**src/rtl/core/hmsu_sqrt_pipe.sv**
```systemverilog
`default_nettype none

// Integer square root, one root bit per stage.
module hmsu_sqrt_pipe #(
    parameter int N  = 56,
    parameter int SW = 8
) (
    input  wire logic            clk,
    input  wire logic            rst_n,
    input  wire logic            in_valid,
    input  wire logic [N-1:0]    rad,
    input  wire logic [SW-1:0]   side_in,
    output logic                 out_valid,
    output logic [N/2-1:0]       root,
    output logic [SW-1:0]        side_out
);

    localparam int K = N / 2;

    logic [N-1:0]  rad_reg  [1:K];
    logic [K:0]    rem_reg  [1:K];
    logic [K-1:0]  q_reg    [1:K];
    logic [SW-1:0] side_reg [1:K];
    logic          vld_reg  [1:K];

    for (genvar i = 1; i <= K; i++)
    begin : g_stage
        logic [N-1:0]  rad_p;
        logic [K:0]    rem_p;
        logic [K-1:0]  q_p;
        logic [SW-1:0] side_p;
        logic          vld_p;
        logic [K+2:0]  cand;
        logic [K+2:0]  trial;
        logic          ge;

        if (i == 1)
        begin : g_first
            assign rad_p  = rad;
            assign rem_p  = '0;
            assign q_p    = '0;
            assign side_p = side_in;
            assign vld_p  = in_valid;
        end
        else
        begin : g_next
            assign rad_p  = rad_reg[i-1];
            assign rem_p  = rem_reg[i-1];
            assign q_p    = q_reg[i-1];
            assign side_p = side_reg[i-1];
            assign vld_p  = vld_reg[i-1];
        end

        assign cand  = {rem_p, rad_p[N-1 -: 2]};
        assign trial = {1'b0, q_p, 2'b01};
        assign ge    = cand >= trial;

        always_ff @(posedge clk or negedge rst_n)
        begin
            if (!rst_n)
                vld_reg[i] <= 1'b0;
            else
                vld_reg[i] <= vld_p;
        end

        always_ff @(posedge clk)
        begin
            rad_reg[i]  <= rad_p << 2;
            rem_reg[i]  <= ge ? (K+1)'(cand - trial) : cand[K:0];
            q_reg[i]    <= {q_p[K-2:0], ge};
            side_reg[i] <= side_p;
        end
    end

    assign out_valid = vld_reg[K];
    assign root      = q_reg[K];
    assign side_out  = side_reg[K];

endmodule

`default_nettype wire

```
**config.mk**
```make
export PLATFORM = sky130hd
export DESIGN_NAME = hmsu_sqrt_pipe
export DESIGN_NICKNAME = d
export VERILOG_FILES = /design/src/rtl/core/hmsu_sqrt_pipe.sv
export SDC_FILE = /design/constraint.sdc
export NUM_CORES = 2
export LEC_CHECK = 0
export ABC_AREA = 1
export BUFFER_PORTS_ARGS = -buffer_cell sky130_fd_sc_hd__buf_2
export CAP_MARGIN = 10
export CELL_PAD_IN_SITES_DETAIL_PLACEMENT = 0
export CELL_PAD_IN_SITES_GLOBAL_PLACEMENT = 1
export CORE_ASPECT_RATIO = 1.4
export CORE_UTILIZATION = 47
export DETAILED_ROUTE_END_ITERATION = 10
export GPL_ROUTABILITY_DRIVEN = 0
export PLACE_DENSITY_LB_ADDON = 0.08
export SLEW_MARGIN = 20
export SYNTH_ARGS = -nofsm -noshare
export SYNTH_HDL_FRONTEND = slang
export SYNTH_SLANG_ARGS = --single-unit
export TNS_END_PERCENT = 100
```
**constraint.sdc**
```tcl
create_clock -name clk -period 2.45 [get_ports clk]
set_input_delay 0.1225 -clock clk [delete_from_list [all_inputs] [get_ports clk]]
set_output_delay 0.1225 -clock clk [all_outputs]
set_load 0.02 [all_outputs]
```
* Yosys cells after proc, flatten, opt, wreduce, memory -nomap -nowiden
Memory sizes are Yosys's and may differ from the RTL's.
Cells that the tools add are included.
** Storage, ports and cells
- Flip-flop bits (word level) :: 28
- Memory bits (writable) :: 3332
- Input port bits :: 67
- Output and inout bits :: 37
- Word-level logic and storage cells :: 116
- Memories kept :: 4
** Cells by class
- $add $sub $neg :: 28
- $lt $le $gt $ge :: 28
- Mux-type cells :: 28
** Memory list
- rad_reg :: depth 28, width 54, read ports 27, clocked after Yosys merged registers in 0, write ports 28, line 20 : logic [N-1:0] rad_reg [1:K];
- rem_reg :: depth 28, width 29, read ports 27, clocked after Yosys merged registers in 0, write ports 28, line 21 : logic [K:0] rem_reg [1:K];
- q_reg :: depth 28, width 28, read ports 28, clocked after Yosys merged registers in 0, write ports 28, line 22 : logic [K-1:0] q_reg [1:K];
- side_reg :: depth 28, width 8, read ports 28, clocked after Yosys merged registers in 0, write ports 28, line 23 : logic [SW-1:0] side_reg [1:K];
** Operator list (number)
- greater-or-equal comparator 31 x 30 -> 1 bit :: 27
- two-way mux 29 bit :: 28
- subtractor 29 bit :: 27
- subtractor 2 x 1 -> 3 bit, second input constant :: 1
- greater-or-equal comparator 2 x 1 -> 1 bit, second input constant :: 1

* Longest topological paths before layout
An unclocked memory read counts as a cell.
- Depth in word-level cells :: 3
- Mapped depth :: 16

* Worst setup path before layout
Ideal clock, no wire load.
- Path type :: register to register
- Start point :: register, netlist name q_reg[0][84]
- End point :: register, netlist name rem_reg[0][136]
- Library setup time :: 109 ps
- Data arrival time :: 1768 ps
- Data required time :: 2341 ps
- Slack :: 574 ps
- Cell stages (with the launch flop) :: 13
- Clock period less this slack :: 1876 ps
- Cells stage by stage :: dfxtp_1 inv_1 ha_1 a21oi_1 nand2_1 a21oi_4 nand2_1 nor2_1 nand2_1 buf_6 buf_6 nand2_1 inv_1

==> key figures <==
Timing
  – Worst Slack Setup Final: around 0.11 ns
  – Slew @ Worst Pin: between 0.6 and 0.7 ns
  – Max-slew violations: 0
  – Minimum clock period after layout: about 2.3 ns
  – Max Fclk: 0.428 GHz
  – Worst hold slack: approximately 0.1 ns
  – Worst rel slew slack: 0.568
  – Final hold viol count: 0
  – Final setup fails: 0
  – Total negative setup slack: 0 ns
  – RSZ-0062 raised after global routing: false
  – Fin crit share: 0.955
  – Setup Skew: 0.0605 ns

Drt
  – Vias/cell: 4.82
  – Pre-antenna DRT Iters: 6
  – Drt total wl: ~260 mm
  – Starting DRT DRC Count: about 4100
  – DRC Markers: 0
  – WL per Instance: roughly 16 um
  – Via count: about 75000
  – DRT antenna net count: 0

Synthesis
  – Seq cells post-synth: 2157
  – Seq/Total Area, Yosys: 0.476
  – Synth async-reset ratio: 0.0130
  – Yosys Warn Count: 0
  – Syn Area/Cell: between 7 and 8 sq um
  – Synth Net Count: 12900
  – Unique masters post-synth: 58
  – Synthesized instance count: between 10000 and 15000
  – Synth Flop Type: dfxtp_1
  – Post-synth EDFFs: 0
  – Synth Cell Area: 91100 sq um

Clock network
  – Total CTS buffers: 204
  – H-tree Lvls: 4
  – Clock latency on the worst-skew pair: 0.86 ns
  – Worst-path clk slew: ~0.07 ns
  – Sink Count: between 2000 and 2500
  – Max clock buf depth: 4
  – TritonCTS clock tree: built
  – Root Buffer: clkbuf_16

Cells and area
  – Register area: 43300 sq um
  – Most frequent cells in the layout: nand2_1, inv_1, dfxtp_1
  – Footprint of the multi-input gates: 39000 sq um
  – Max reg flops: around 760
  – Layout area overhead: 14.5%
  – Commonest non-fill, non-tap cell in the layout: nand2_1
  – Layout cells sized above 1: 0.0664
  – Final-layout fill cell count: 18700
  – Nets: 13400

GRT
  – Gr ovfl total: 0
  – Largest net degree at the start of global routing: 40
  – First-pass GRT wire length: approximately 400 mm
  – Vias in the first global route: around 74000
  – Overall routing resource usage: 0.259
  – Initial antenna violation count: 5

Run status
  – Status: completed

Pwr
  – Total power: about 100000 uW
  – Clock share of power: 0.311
  – P_leak: 0.0559 uW
  – Net switching power: ~36000 uW
  – Switching share of total power: 0.343
  – Seq pwr share: 0.440
  – Pwr Density: about 1000 nW/um^2
  – Internal Pwr Total: 69000 uW
  – Maximum VDD drop: around 0.8 mV
  – Comb power frac: 0.249

Setup path
  – Flop2flop setup slack: about 0.11 ns
  – Critical path class: reg -> reg
  – FF-to-FF Start: q_reg[2][3]$_DFF_P_
  – Worst Path Required: around 3.2 ns
  – Critical Path Fanout Max: 13
  – Crit end category: flop
  – Startpoint Class: flop
  – Start point of the critical path: q_reg[2][3]$_DFF_P_
  – CP Data Arrival Time: 3.11 ns

Min path
  – Hold WC Path Type: in -> reg
  – Hold Path Origin: rad[54]

Placement
  – Detailed placer's ending HPWL: around 210 mm
  – Worst slack, placed: -0.0492 ns
  – PortBufs: just over 100

Floorplan
  – DIE WIDTH: roughly 370 um
  – Core Box Area: around 190000 sq um
  – Standard-cell row count: 190
  – Die area: 196000 sq um
  – I/O pin count: approximately 100
  – Die Ht: around 520 um
  – Initial Util: 0.474

Job
  – Max cap viols: 0
-- Yosys cell counts (all sizes together), types with 2 or more instances --
master / count / area, sq um
o21bai: 26 / 195
and2: 29 / 181
o21ai: 253 / 1270
inv: 2168 / 8150
nor4: 10 / 68.8
nand2b: 2 / 12.5
or2: 24 / 150
xor2: 219 / 1920
nor3: 109 / 571
o21a: 3 / 22.5
buf: 91 / 732
nor2: 1038 / 4040
nor2b: 2 / 12.5
ha: 436 / 5460
nand3b: 109 / 822
o211ai: 10 / 75.1
nor3b: 11 / 82.6
a21boi: 7 / 52.6
nand3: 670 / 3400
a21oi: 483 / 2620
nand4: 153 / 957
o2111ai: 3 / 26.3
a21o: 2 / 15.0
dfxtp: 2129 / 42600
xnor2: 95 / 832
and3: 13 / 81.3
dfrtp: 28 / 701
clkbuf: 3 / 12.5
clkinv: 2 / 8.75
nand2: 4232 / 16000
-- cell families (layout without fill, tap and decap cells) --
family / after synthesis / after routing / synth area share
buf+inv: 2264 / 2983 / 0.0978
compound gates: 787 / 787 / 0.0470
fa+ha+maj: 436 / 436 / 0.0599
other cells: 1 / 4 / 0.0000412
xor+xnor: 314 / 314 / 0.0302
flops: 2157 / 2157 / 0.476
simple gates: 6404 / 6404 / 0.290
-- through the flow --
| stage | instance area [sq um] | utilization | std cells |
|---|---|---|---|
| detailed placement | 95800 | 0.499 | 15100 |
| global route | 104000 | 0.543 | 15600 |
| floorplan | 91100 | - | 12400 |
| global placement | 95800 | 0.499 | 15100 |
| CTS | 104000 | 0.542 | 15600 |
| finish | 104000 | 0.543 | 15600 |
-- worst max-delay path, cell delays in order (launching register included) --
cell	delay, ns
dfxtp_2	0.40
inv_1	0.06
ha_1	0.35
nand2_1	0.14
inv_1	0.05
a21oi_1	0.13
nand2_1	0.14
nand2_1	0.10
nand2_1	0.11
nand2_1	0.15
nand2_2	0.09
inv_2	0.16
buf_12	0.19
nand2_1	0.06
nand2_1	0.08
-- final cells by class --
class | count | area share
multi-input cells | 7942 | 0.374
well taps | 2496 | 0.0299
clock inverters | 91 | 0.0115
flip-flops and latches | 2157 | 0.416
repair buffers | 443 | 0.0351
inverters | 2170 | 0.0786
clock buffers | 278 | 0.0553
repair inverters | 1 | 0.0000840
diodes | 3 | 0.0000720
-- worst paths after layout --
path | endpoint | cells after the start
max | rem_reg[0][507]$_DFF_P_ | 14
min | rem_reg[0][30]$_DFF_P_ | 4
max reg2reg | rem_reg[0][507]$_DFF_P_ | 14
min in group asynchronous | g_stage[26].vld_p$_DFF_PN0_ | 4
max in group asynchronous | g_stage[12].vld_p$_DFF_PN0_ | 4
min reg2reg | rad_reg[0][338]$_DFF_P_ | 0
-- repair_timing --
item	CTS	global route
setup buffers	0	3
gates resized for setup	10	68
hold buffers	132	0
pin swaps	0	2
setup endpoints to repair	25	182
gates cloned	0	1
endpoints found under the hold margin	94	0
-- routing by layer --
metal / up-vias / wire length [um] / GRT usage / share of wire
li1: 38900 / - / - / -
met1: 33900 / 102000 / 0.285 / 0.40
met2: 1688 / 130000 / 0.483 / 0.50
met3: 677 / 8950 / 0.0250 / 0.035
met4: 2 / 16100 / 0.148 / 0.063
met5: - / 13 / 0 / 0.000051
-- power by group through the flow --
stage / logic [uW] / clock network, uW / registers, uW
floorplan: 18800 / 0 / 43900
global placement: 25600 / 0 / 47100
detailed placement: 25800 / 0 / 47000
CTS: 26100 / 33500 / 46300
global route: 29700 / 34800 / 46600
finish: 26200 / 32600 / 46200
Note: power is estimated with default switching activity, not from simulation.
